==> src/hw/rtl/mhr_pkg.sv <==
// Shared types and constants for the module header recognizer.
package mhr_pkg;

  typedef enum logic [5:0] {
    PH_START       = 6'b000001,
    PH_KEYWORD     = 6'b000010,
    PH_EXPECT_NAME = 6'b000100,
    PH_IN_NAME     = 6'b001000,
    PH_DOT_OR_END  = 6'b010000,
    PH_DONE        = 6'b100000
  } phase_t;

  typedef enum logic [2:0] {
    CM_NONE  = 3'b001,
    CM_LINE  = 3'b010,
    CM_BLOCK = 3'b100
  } cmode_t;

  typedef enum logic [2:0] {
    PL_NONE  = 3'b001,
    PL_SLASH = 3'b010,
    PL_STAR  = 3'b100
  } look_t;

  localparam logic [2:0] V_OK          = 3'd0;
  localparam logic [2:0] V_BAD_DIR     = 3'd1;
  localparam logic [2:0] V_BAD_DOT     = 3'd2;
  localparam logic [2:0] V_MISSING_SEMI = 3'd3;
  localparam logic [2:0] V_NO_HEADER   = 3'd4;
  localparam logic [2:0] V_EXTRA_IDENT = 3'd5;

  localparam logic [7:0] CH_DOT   = 8'h2E;
  localparam logic [7:0] CH_SEMI  = 8'h3B;
  localparam logic [7:0] CH_SLASH = 8'h2F;
  localparam logic [7:0] CH_STAR  = 8'h2A;
  localparam logic [7:0] CH_LF    = 8'h0A;

  localparam int unsigned KW_LEN = 6;

  typedef struct packed {
    phase_t     phase;
    logic [2:0] kw_cnt;
    logic       kw_ok;
    cmode_t     cmode;
    look_t      look;
  } state_t;

  typedef struct packed {
    logic       kind;
    logic [7:0] name_char;
    logic [2:0] verdict;
    logic       last;
  } result_t;

  // "module", one letter per position
  function automatic logic [7:0] kw_char(input logic [2:0] idx);
    logic [7:0] c;
    case (idx)
      3'd0:    c = 8'h6D;
      3'd1:    c = 8'h6F;
      3'd2:    c = 8'h64;
      3'd3:    c = 8'h75;
      3'd4:    c = 8'h6C;
      3'd5:    c = 8'h65;
      default: c = 8'h00;
    endcase
    return c;
  endfunction

  function automatic logic is_space(input logic [7:0] b);
    return (b == 8'd32) || (b == 8'd9) || (b == 8'd13) || (b == 8'd10) ||
           (b == 8'd11) || (b == 8'd12);
  endfunction

  function automatic logic is_ident_start(input logic [7:0] b);
    return (b >= 8'h41 && b <= 8'h5A) || (b >= 8'h61 && b <= 8'h7A) || (b == 8'h5F);
  endfunction

  function automatic logic is_ident_part(input logic [7:0] b);
    return is_ident_start(b) || (b >= 8'h30 && b <= 8'h39);
  endfunction

endpackage

==> src/hw/rtl/mhr_step.sv <==
// Per-byte next-state and result logic of the header recognizer.
module mhr_step (
  input  mhr_pkg::state_t  cur,
  input  logic [7:0]       in_byte,
  input  logic             end_of_input,
  output mhr_pkg::state_t  nxt,
  output logic             res_valid,
  output mhr_pkg::result_t res
);

  always_comb begin
    mhr_pkg::phase_t ph;
    logic            go_on;
    logic            matched;
    nxt       = cur;
    res_valid = 1'b0;
    res       = '0;
    ph        = cur.phase;
    go_on     = 1'b0;
    matched   = cur.kw_ok && (cur.kw_cnt == 3'(mhr_pkg::KW_LEN));

    if (end_of_input) begin
      if (cur.phase != mhr_pkg::PH_DONE) begin
        res_valid   = 1'b1;
        res.kind    = 1'b1;
        res.last    = 1'b1;
        res.verdict = mhr_pkg::V_NO_HEADER;
        if (cur.cmode == mhr_pkg::CM_NONE && cur.look == mhr_pkg::PL_SLASH) begin
          res.verdict = mhr_pkg::V_BAD_DIR;
        end else if (cur.phase == mhr_pkg::PH_KEYWORD && !matched) begin
          res.verdict = mhr_pkg::V_BAD_DIR;
        end
      end
      // rearm
      nxt.phase  = mhr_pkg::PH_START;
      nxt.kw_cnt = 3'd0;
      nxt.kw_ok  = 1'b1;
      nxt.cmode  = mhr_pkg::CM_NONE;
      nxt.look   = mhr_pkg::PL_NONE;
    end else if (cur.phase == mhr_pkg::PH_DONE) begin
      nxt = cur;
    end else if (cur.cmode == mhr_pkg::CM_BLOCK) begin
      if (cur.look == mhr_pkg::PL_STAR && in_byte == mhr_pkg::CH_SLASH) begin
        nxt.cmode = mhr_pkg::CM_NONE;
        nxt.look  = mhr_pkg::PL_NONE;
      end else begin
        nxt.look = (in_byte == mhr_pkg::CH_STAR) ? mhr_pkg::PL_STAR : mhr_pkg::PL_NONE;
      end
    end else if (cur.cmode == mhr_pkg::CM_LINE) begin
      if (in_byte == mhr_pkg::CH_LF) begin
        nxt.cmode = mhr_pkg::CM_NONE;
      end
    end else if (cur.look == mhr_pkg::PL_SLASH) begin
      nxt.look = mhr_pkg::PL_NONE;
      if (in_byte == mhr_pkg::CH_SLASH) begin
        nxt.cmode = mhr_pkg::CM_LINE;
      end else if (in_byte == mhr_pkg::CH_STAR) begin
        nxt.cmode = mhr_pkg::CM_BLOCK;
      end else begin
        res_valid   = 1'b1;
        res.kind    = 1'b1;
        res.last    = 1'b1;
        res.verdict = mhr_pkg::V_BAD_DIR;
      end
    end else begin
      go_on = 1'b1;
      if (cur.phase == mhr_pkg::PH_KEYWORD) begin
        if (mhr_pkg::is_ident_part(in_byte)) begin
          if (cur.kw_cnt >= 3'(mhr_pkg::KW_LEN) ||
              in_byte != mhr_pkg::kw_char(cur.kw_cnt)) begin
            nxt.kw_ok = 1'b0;
          end
          if (cur.kw_cnt != 3'd7) begin
            nxt.kw_cnt = cur.kw_cnt + 3'd1;
          end
          go_on = 1'b0;
        end else if (!matched) begin
          res_valid   = 1'b1;
          res.kind    = 1'b1;
          res.last    = 1'b1;
          res.verdict = mhr_pkg::V_BAD_DIR;
          go_on       = 1'b0;
        end else begin
          ph = mhr_pkg::PH_EXPECT_NAME;
        end
      end else if (cur.phase == mhr_pkg::PH_IN_NAME) begin
        if (mhr_pkg::is_ident_part(in_byte)) begin
          res_valid     = 1'b1;
          res.name_char = in_byte;
          go_on         = 1'b0;
        end else begin
          ph = mhr_pkg::PH_DOT_OR_END;
        end
      end

      if (go_on) begin
        nxt.phase = ph;
        if (mhr_pkg::is_space(in_byte)) begin
          nxt.phase = ph;
        end else if (in_byte == mhr_pkg::CH_SLASH) begin
          nxt.look = mhr_pkg::PL_SLASH;
        end else if (mhr_pkg::is_ident_start(in_byte)) begin
          if (ph == mhr_pkg::PH_START) begin
            nxt.phase  = mhr_pkg::PH_KEYWORD;
            nxt.kw_cnt = 3'd1;
            nxt.kw_ok  = (in_byte == mhr_pkg::kw_char(3'd0));
          end else if (ph == mhr_pkg::PH_EXPECT_NAME) begin
            nxt.phase     = mhr_pkg::PH_IN_NAME;
            res_valid     = 1'b1;
            res.name_char = in_byte;
          end else begin
            res_valid   = 1'b1;
            res.kind    = 1'b1;
            res.last    = 1'b1;
            res.verdict = mhr_pkg::V_EXTRA_IDENT;
          end
        end else if (in_byte == mhr_pkg::CH_DOT) begin
          if (ph != mhr_pkg::PH_DOT_OR_END) begin
            res_valid   = 1'b1;
            res.kind    = 1'b1;
            res.last    = 1'b1;
            res.verdict = mhr_pkg::V_BAD_DOT;
          end else begin
            nxt.phase     = mhr_pkg::PH_EXPECT_NAME;
            res_valid     = 1'b1;
            res.name_char = in_byte;
          end
        end else if (in_byte == mhr_pkg::CH_SEMI) begin
          res_valid   = 1'b1;
          res.kind    = 1'b1;
          res.last    = 1'b1;
          res.verdict = (ph == mhr_pkg::PH_DOT_OR_END) ? mhr_pkg::V_OK
                                                       : mhr_pkg::V_MISSING_SEMI;
        end else begin
          res_valid   = 1'b1;
          res.kind    = 1'b1;
          res.last    = 1'b1;
          res.verdict = mhr_pkg::V_BAD_DIR;
        end
      end
    end

    // any verdict closes the parse (rearm above takes priority)
    if (res_valid && res.kind && !end_of_input) begin
      nxt.phase = mhr_pkg::PH_DONE;
    end
  end

endmodule

==> src/hw/rtl/mhr_obuf.sv <==
// Output register with one skid entry for the result channel.
module mhr_obuf (
  input  logic             clk,
  input  logic             rst_n,
  input  logic             push,
  input  mhr_pkg::result_t push_data,
  output logic             can_accept,
  output logic             out_valid,
  output mhr_pkg::result_t out_data,
  input  logic             out_ready
);

  logic             main_v_r, main_v_nxt;
  logic             skid_v_r, skid_v_nxt;
  mhr_pkg::result_t main_r, main_nxt;
  mhr_pkg::result_t skid_r, skid_nxt;

  assign can_accept = !skid_v_r;
  assign out_valid  = main_v_r;
  assign out_data   = main_r;

  always_comb begin
    main_v_nxt = main_v_r;
    skid_v_nxt = skid_v_r;
    main_nxt   = main_r;
    skid_nxt   = skid_r;
    if (!main_v_r || out_ready) begin
      if (skid_v_r) begin
        main_v_nxt = 1'b1;
        main_nxt   = skid_r;
        skid_v_nxt = 1'b0;
      end else begin
        main_v_nxt = push;
        main_nxt   = push_data;
      end
    end else if (push) begin
      // main beat stalled: park the new one
      skid_v_nxt = 1'b1;
      skid_nxt   = push_data;
    end
  end

  always_ff @(posedge clk) begin
    if (!rst_n) begin
      main_v_r <= 1'b0;
      skid_v_r <= 1'b0;
    end else begin
      main_v_r <= main_v_nxt;
      skid_v_r <= skid_v_nxt;
    end
    main_r <= main_nxt;
    skid_r <= skid_nxt;
  end

endmodule

==> src/hw/rtl/module_header_recognizer_core.sv <==
// Top level of the module header recognizer: parse state, step logic, output buffer.
//
//  channel | direction | tdata                       | tuser        | tlast
//  in_     | slave     | [7:0] in_byte               | -            | end_of_input
//  out_    | master    | [7:0] name_char [10:8] verd | result_kind  | last
//
// One input beat per cycle while in_tready is high; each beat updates the parse state in the
// cycle it is accepted, and its result, if any, reaches out_ through the output register.
// A two-entry output buffer (register plus skid) sets the stall behavior: in_tready
// drops only while both entries hold results that out_ has not taken.
// rst_n (synchronous, active low) returns the parser to awaiting the keyword and
// empties the output buffer.
module module_header_recognizer_core (
  input  logic        clk,
  input  logic        rst_n,
  input  logic        in_tvalid,
  output logic        in_tready,
  input  logic [7:0]  in_tdata,   // [7:0] in_byte
  input  logic        in_tlast,   // end_of_input
  output logic        out_tvalid,
  input  logic        out_tready,
  output logic [15:0] out_tdata,  // [7:0] name_char, [10:8] verdict, [15:11] zero
  output logic        out_tuser,  // result_kind
  output logic        out_tlast   // last
);

  mhr_pkg::state_t  state_r;
  mhr_pkg::state_t  state_nxt;
  mhr_pkg::result_t step_res;
  mhr_pkg::result_t out_res;
  logic             step_valid;
  logic             can_accept;
  logic             in_beat;

  assign in_tready = can_accept;
  assign in_beat   = in_tvalid && can_accept;

  mhr_step u_step (
    .cur          (state_r),
    .in_byte      (in_tdata),
    .end_of_input (in_tlast),
    .nxt          (state_nxt),
    .res_valid    (step_valid),
    .res          (step_res)
  );

  always_ff @(posedge clk) begin
    if (!rst_n) begin
      state_r.phase  <= mhr_pkg::PH_START;
      state_r.kw_cnt <= 3'd0;
      state_r.kw_ok  <= 1'b1;
      state_r.cmode  <= mhr_pkg::CM_NONE;
      state_r.look   <= mhr_pkg::PL_NONE;
    end else if (in_beat) begin
      state_r <= state_nxt;
    end
  end

  mhr_obuf u_obuf (
    .clk        (clk),
    .rst_n      (rst_n),
    .push       (in_beat && step_valid),
    .push_data  (step_res),
    .can_accept (can_accept),
    .out_valid  (out_tvalid),
    .out_data   (out_res),
    .out_ready  (out_tready)
  );

  assign out_tdata = {5'b0, out_res.verdict, out_res.name_char};
  assign out_tuser = out_res.kind;
  assign out_tlast = out_res.last;

endmodule

==> config.mk <==
export PLATFORM = sky130hd
export DESIGN_NAME = module_header_recognizer_core
export DESIGN_NICKNAME = d
export VERILOG_FILES = /design/src/hw/rtl/mhr_pkg.sv /design/src/hw/rtl/mhr_step.sv /design/src/hw/rtl/mhr_obuf.sv /design/src/hw/rtl/module_header_recognizer_core.sv
export SDC_FILE = /design/constraint.sdc
export NUM_CORES = 1
export LEC_CHECK = 0
export BUFFER_PORTS_ARGS = -buffer_cell sky130_fd_sc_hd__buf_4
export CORE_UTILIZATION = 50
export DETAILED_ROUTE_END_ITERATION = 10
export HOLD_SLACK_MARGIN = 0.05
export PLACE_DENSITY_LB_ADDON = 0.15
export SYNTH_ARGS = -nofsm -noshare
export SYNTH_HDL_FRONTEND = slang
export SYNTH_SLANG_ARGS = --single-unit
==> constraint.sdc <==
create_clock -name clk -period 3.15 [get_ports clk]
set_clock_uncertainty 0.2 [all_clocks]
set_input_delay 0.1575 -clock clk [delete_from_list [all_inputs] [get_ports clk]]
set_output_delay 0.1575 -clock clk [all_outputs]
set_load 0.01 [all_outputs]
Yosys cells after proc, flatten, opt, wreduce, memory -nomap -nowiden
Cells that the tools add are included.
{ "op_classes": {"n_mux": 120, "magnitude_cmp": 7, "bitwise_logic": 2, "n_reduce_logical": 37, "n_eq_ne": 45, "addsub": 1} }
{ "ops": {"columns": ["operator", "count"], "rows": [
  ["$mux 8", 15],
  ["$mux 13", 9],
  ["$mux 6", 18],
  ["$mux 4", 15],
  ["$mux 10", 5],
  ["$mux 3", 16],
  ["$pmux 7 s6", 1],
  ["$eq 8x4->1 const B", 5],
  ["$eq 8x6->1 const B", 5],
  ["$mux 1", 36],
  ["$mux 16", 2],
  ["$ne 3x3->1 const B", 6],
  ["$reduce_and 6->1", 3],
  ["$eq 8x7->1 const B", 2],
  ["$ge 8x7->1 const B", 2],
  ["$le 8x7->1 const B", 2],
  ["$eq 3x3->1 const B", 5],
  ["$eq 3x2->1 const B", 4],
  ["$reduce_bool 4->1", 3],
  ["$logic_and 1x1->1", 11],
  ["$logic_or 1x1->1", 10],
  ["$ge 8x6->1 const B", 1],
  ["$le 8x6->1 const B", 1],
  ["$ne 2x2->1 const B", 4],
  ["24 further kinds", 31]
]} }
{ "totals": {"word_cells": 227, "in_bits": 13, "out_inout_bits": 20, "reg_bits": 44} }

Longest topological paths before layout
{ "logic_depth": {"depth_word": 30, "ltp_mapped": 9, "mapped_depth_nobuf": 9} }

Hierarchy
From an unflattened synthesis, not the netlist that was laid out.
{ "hier_totals": {"hier_cells": 358, "hier_area_um2": 3254.4} }
{ "by_module_without_submodules": {"columns": ["mod", "instances", "seq_area_each_um2", "area_each_um2", "cells_per_inst"], "rows": [
  ["mhr_step", 1, 0.0, 1458.9, 228],
  ["mhr_obuf", 1, 820.8, 1069.8, 50],
  ["module_header_recognizer_core", 1, 320.3, 725.7, 80]
]} }

Least setup slack after synthesis
No wires, ideal clock.
{ "synth_timing": {"kind": "register -> register", "start": "reg state_r[12] (netlist name)", "end": "reg u_obuf.skid_r[0] (netlist name) (enable)", "setup_time_ns": 0.400, "required_time_ns": 2.550, "path_slack_ns": -0.133, "period_less_slack_ns": 3.283, "path_stages_with_launch": 9, "path_buffers": 1, "t_arrival_ns": 2.684, "cell_sequence": "dfxtp_1 > buf_6 > or4_1 > nor3b_2 > and2_1 > a21oi_1 > o221a_2 > o21a_1 > nor3_1"} }
{ "synth_between": {"elab_chain_len": 21, "elab_cells_between_ends": 37, "classes_between": "eq/ne (5); mux (30); reduce/logical (2)"} }
{ "synth_lines": {"columns": ["item", "line_no", "rtl"], "rows": [
  ["start, declared", "module_header_recognizer_core.sv:27", "mhr_pkg::state_t state_r;"],
  ["start signal, assigned", "module_header_recognizer_core.sv:55", "state_r <= state_nxt;"],
  ["$eq 6x4->1 (tied with other cells)", "mhr_step.sv:86", "end else if (cur.phase == mhr_pkg::PH_IN_NAME) begin"],
  ["$mux 6, on equally long branches", "mhr_step.sv:86, mhr_step.sv:68", null],
  ["$mux 6", "mhr_step.sv:67", "if (cur.phase == mhr_pkg::PH_KEYWORD) begin"],
  ["$mux 6", "mhr_step.sv:53", "end else if (cur.look == mhr_pkg::PL_SLASH) begin"],
  ["$mux 6", "mhr_step.sv:49", "end else if (cur.cmode == mhr_pkg::CM_LINE) begin"],
  ["$mux 6", "mhr_step.sv:42", "end else if (cur.cmode == mhr_pkg::CM_BLOCK) begin"],
  ["$mux 6", "mhr_step.sv:40", "end else if (cur.phase == mhr_pkg::PH_DONE) begin"],
  ["$mux 6", "mhr_step.sv:22", "if (end_of_input) begin"],
  ["(+5 left out)", null, null],
  ["$mux 1", "mhr_step.sv:96", "if (go_on) begin"],
  ["$mux 1", "mhr_step.sv:53", null],
  ["$mux 1", "mhr_step.sv:49", null],
  ["$mux 1", "mhr_step.sv:42", null],
  ["$mux 1", "mhr_step.sv:40", null],
  ["$mux 1 *", "mhr_step.sv:22", null],
  ["$logic_and 1x1->1 *", "module_header_recognizer_core.sv:62", ".push (in_beat && step_valid),"],
  ["$reduce_and 2->1 (no line) *", null, null],
  ["end signal, assigned", "mhr_obuf.sv:52", "skid_r <= skid_nxt;"],
  ["end, declared", "mhr_obuf.sv:16", "mhr_pkg::result_t skid_r, skid_nxt;"]
]} }
Every way passes the cells marked *; elsewhere a longest branch is shown, timed or not. The select of a mux whose other input is x is not followed.
A chain may end at the register's enable or synchronous reset.

Worst setup path in the final report
{ "layout_timing": {"start": "in in_tdata[6]", "end": "reg u_obuf.skid_r[12] (netlist name) (enable)"} }
{ "layout_between": {"elab_chain_len": 26, "elab_cells_between_ends": 63, "classes_between": "order compare (6); eq/ne (10); mux (34); reduce/logical (13)"} }
{ "layout_lines": {"columns": ["item", "line_no", "rtl"], "rows": [
  ["start, declared", "module_header_recognizer_core.sv:18", "input logic [7:0] in_tdata,"],
  ["$ge 8x7->1 or $le 8x7->1 (tied branches)", "mhr_pkg.sv:76", "return (b >= 8'h41 && b <= 8'h5A) || (b >= 8'h61 && b <= 8'h7A) || (b == 8'h5F);"],
  ["$logic_and 1x1->1", "mhr_pkg.sv:76", null],
  ["$logic_or 1x1->1 (2 in series)", "mhr_pkg.sv:76", null],
  ["$logic_or 1x1->1", "mhr_pkg.sv:80", "return is_ident_start(b) || (b >= 8'h30 && b <= 8'h39);"],
  ["$mux 6", "mhr_step.sv:87", "if (mhr_pkg::is_ident_part(in_byte)) begin"],
  ["$mux 6", "mhr_step.sv:86", null],
  ["$mux 6", "mhr_step.sv:67", null],
  ["$mux 6", "mhr_step.sv:53", null],
  ["(+9 left out)", null, null],
  ["$mux 1", "mhr_step.sv:96", null],
  ["$mux 1 *", "mhr_step.sv:53", null],
  ["$mux 1 *", "mhr_step.sv:49", null],
  ["$mux 1 *", "mhr_step.sv:42", null],
  ["$mux 1 *", "mhr_step.sv:40", null],
  ["$mux 1 *", "mhr_step.sv:22", null],
  ["$logic_and 1x1->1 *", "module_header_recognizer_core.sv:62", null],
  ["$reduce_and 2->1 (no line) *", null, null]
]} }
Marked as above.

==> metrics.md <==
| Metric | Value |
|---|---|
| Effective utilization at floorplan | `52.86%` |
| Detailed Route Iter0 Violations | `between 200 and 250` |
| Final TNS setup | `0 ps` |
| Rows | `27` |
| I/O Pins | `33` |
| Layout cell share with drive strength beyond 1 | `21.28%` |
| Clock Path Buffers | `2` |
| Worst EP arrival | `2650 ps` |
| Post-CTS Setup Bufs | `0` |
| CP startpoint kind | `input port` |
| Gr ovfl total | `0` |
| Setup violators final | `0` |
| H-tree levels | `2` |
| Slew Limit Fails | `0` |
| Cell area after synthesis | `slightly below 0.003 mm²` |
| WHS | `about 66 ps` |
| Unique masters post-synth | `70` |
| Largest net degree at the start of global routing | `21` |
| Max-slew headroom | `between 40% and 50%` |
| Area grow syn2layout | `12.37%` |
| P per Cell Area | `395.0 mW/mm²` |
| Worst hold stages | `2` |
| Fin crit share | `between 90% and 100%` |
| Total Routing Usage GR | `a little under a quarter` |
| Final-stage net count | `359` |
| Max VDD drop | `approximately 0.2 mV` |
| CTS sink cnt | `between 40 and 50` |
| Ranking of synthesized cells by area | `edfxtp_1 (26%), dfxtp_1 (12%), nor2_1 (4.8%)` |
| Crit end category | `register` |
| WL/cell | `between 15 and 20 µm` |
| FF-to-FF path depth | `8` |
| Later-pin clock latency in the skew report | `300 ps` |
| Commonest cells in the netlist | `nor2_1 (38), edfxtp_1 (26), nand2_1 (24)` |
| Initial antenna violation count | `0` |
| CTS tree | `yes` |
| R2r setup slk | `380 ps` |
| Min Tclk post-route | `approximately 2800 ps` |
| Worst-path fanout max | `13` |
| Hold Path Class | `input port to register` |
| Count leader, synth | `nor2_1` |
| Vias in the first global route | `between 2000 and 2500` |
| R2R Path Start | `state_r[12]` |
| FF-to-FF End | `u_obuf.skid_r[12]` |
| Core box area | `between 0.005 and 0.006 mm²` |
| Number of enable flip-flop cells after synthesis | `26` |
| Static Leakage | `approximately 1.3 nW` |
| YS warnings | `0` |
| DRC Markers | `0` |
| Post-placement setup slack | `between 300 and 400 ps` |
| Outcome | `complete, no violations` |
| Most used DFF post-synth | `edfxtp_1` |
| Die Ht | `between 70 and 80 µm` |
| Router iterations before antenna repair | `4` |
| Vias per cell | `5.884` |
| GP Congestion | `roughly 0.96` |
| Die W | `79.00 µm` |
| Async S/R FF share, synth | `0%` |
| First-pass GRT wire length | `between 10000 and 15000 µm` |
| Mapped Cells | `roughly 320` |
| Yosys top cell by area | `edfxtp_1` |
| Flops & latches, synth | `44` |
| WHS Endpoint | `u_obuf.skid_r[9]` |
| MaxCap Viol Count | `0` |
| Hold_sp | `in_tdata[5]` |
| DRT antenna net count | `0` |
| Reg clk slew, reported paths | `around 80 ps` |
| HPWL Detailed | `between 5000 and 6000 µm` |
| Vias | `roughly 2400` |
| Top-area cell type share of the netlist area | `a little over a quarter` |
| Worst Max-Slew Pin Slew | `761.6 ps` |
| Root buffer cell | `clkbuf_8` |
| Hold Violations, Final | `0` |
| Seq/Total Area, Yosys | `roughly 38%` |
| RSZ-0062 raised after global routing | `false` |
| Die area | `around 0.0062 mm²` |
| # resized after CTS | `0` |
| F_max | `about 0.35 GHz` |
| Hold bufs inserted after CTS | `4` |
| IO buf count | `27` |
| CTS buffer count | `5` |
| Worst Path Required | `roughly 3000 ps` |
| Final WS setup | `300.2 ps` |
| Mean area per synthesized cell | `~9.3 µm²` |
| Antenna diodes | `0` |
| Kind of critical path | `input port to register` |
| WL final | `between 6000 and 7000 µm` |
==> worst max-delay path, cell delays in order <==
cell and delay, ps:
dlygate4sd3_1 540, buf_4 160, nand2b_1 90, a21oi_1 90, a21boi_2 530, o211ai_2 210
o221a_2 280, o21a_1 200, nor3_2 150, buf_4 240
==> placed cells by master, fill, tap and decap left out, types with 2 or more instances in the layout <==
master	instances
o2bb2ai_1	2
nor2b_1	5
nand4b_1	3
o21ai_0	13
o22a_1	2
a31o_2	2
nand2_1	24
nor2_1	38
nor3b_1	2
dfxtp_1	18
and3_1	4
buf_4	31
o31ai_1	4
nand3_1	9
o221a_2	2
xor2_1	6
and2_4	7
o22ai_1	3
a31oi_1	3
ha_1	4
clkbuf_8	6
edfxtp_1	26
o211ai_1	5
or4_1	2
dlygate4sd3_1	4
inv_1	10
a21oi_1	17
nor3_1	11
nand4_1	3
conb_1	6
a21o_1	5
xnor2_1	2
a211oi_1	5
a21boi_0	2
and2_1	4
or3_1	2
nand2b_1	7
mux2_2	9
o41ai_1	2
==> layout make-up <==
class	count	area [µm²]
flip-flops and latches	44	1141
fillers	509	2277
inverters	11	41.29
clock inverters	2	38.79
well taps	72	90.09
multi-input cells	245	1664
repair buffers	35	272.8
clock buffers	6	82.58
==> metal layers <==
metal  global-route usage, %  vias to the layer above  share of wire [%]
li1                        -                     1213                  -
met1                   31.04                     1139                 47
met2                   36.72                       77                 46
met3                   4.598                       13                4.4
met4                   10.73                        0                2.6
met5                       0                        -                  0
==> cells by family (layout without fill, tap and decap cells) <==
kind of cell	after synthesis	in the layout	synth area share, %
AO/OA/AOI/OAI	90	90	24.06
XOR/XNOR	8	8	2.364
adder cells (fa/ha/maj)	4	4	1.689
buffers and inverters	34	54	6.163
flip-flops	44	44	38.50
multiplexers	9	9	3.419
other	1	6	0.1265
AND/OR/NAND/NOR	128	128	23.68
==> sequential cells by signal, indices dropped and copies added, names as in the netlist <==
signal	cells
u_obuf.skid_v_r	1
state_r	16
u_obuf.out_valid	1
u_obuf.out_data	13
u_obuf.skid_r	13
==> per-stage QoR <==
step,instances,utilization [%],total power [W],cell area (µm²)
3_3_place_gp,403,56.51,0.0008567,3169
4_1_cts,415,59.39,0.001322,3331
5_1_grt,415,59.39,0.001363,3331
6_report,415,59.39,0.001316,3331
2_1_floorplan,323,-,0.0007953,2988
3_5_place_dp,403,56.51,0.0008591,3169
==> power by group <==
part	internal, W	switching, W
logic	0.0000843	0.000120
clock network	0.000260	0.000205
registers	0.000635	0.0000122
total	0.000979	0.000337
==> worst max-delay path by stage <==
stage / from / to / slack, ps / cells past startpoint
global placement: in_tdata[0] / u_obuf.skid_r[9] / 450 / 9
global route: in_tdata[6] / u_obuf.skid_r[11] / 160 / 10
finish: in_tdata[6] / u_obuf.skid_r[12] / 300 / 10
floorplan: state_r[12] / u_obuf.skid_r[0] / 250 / 8
CTS: in_tdata[6] / u_obuf.skid_r[12] / 320 / 10
detailed placement: in_tdata[0] / u_obuf.skid_r[7] / 380 / 9
Note: power is estimated with default switching activity, not from simulation.
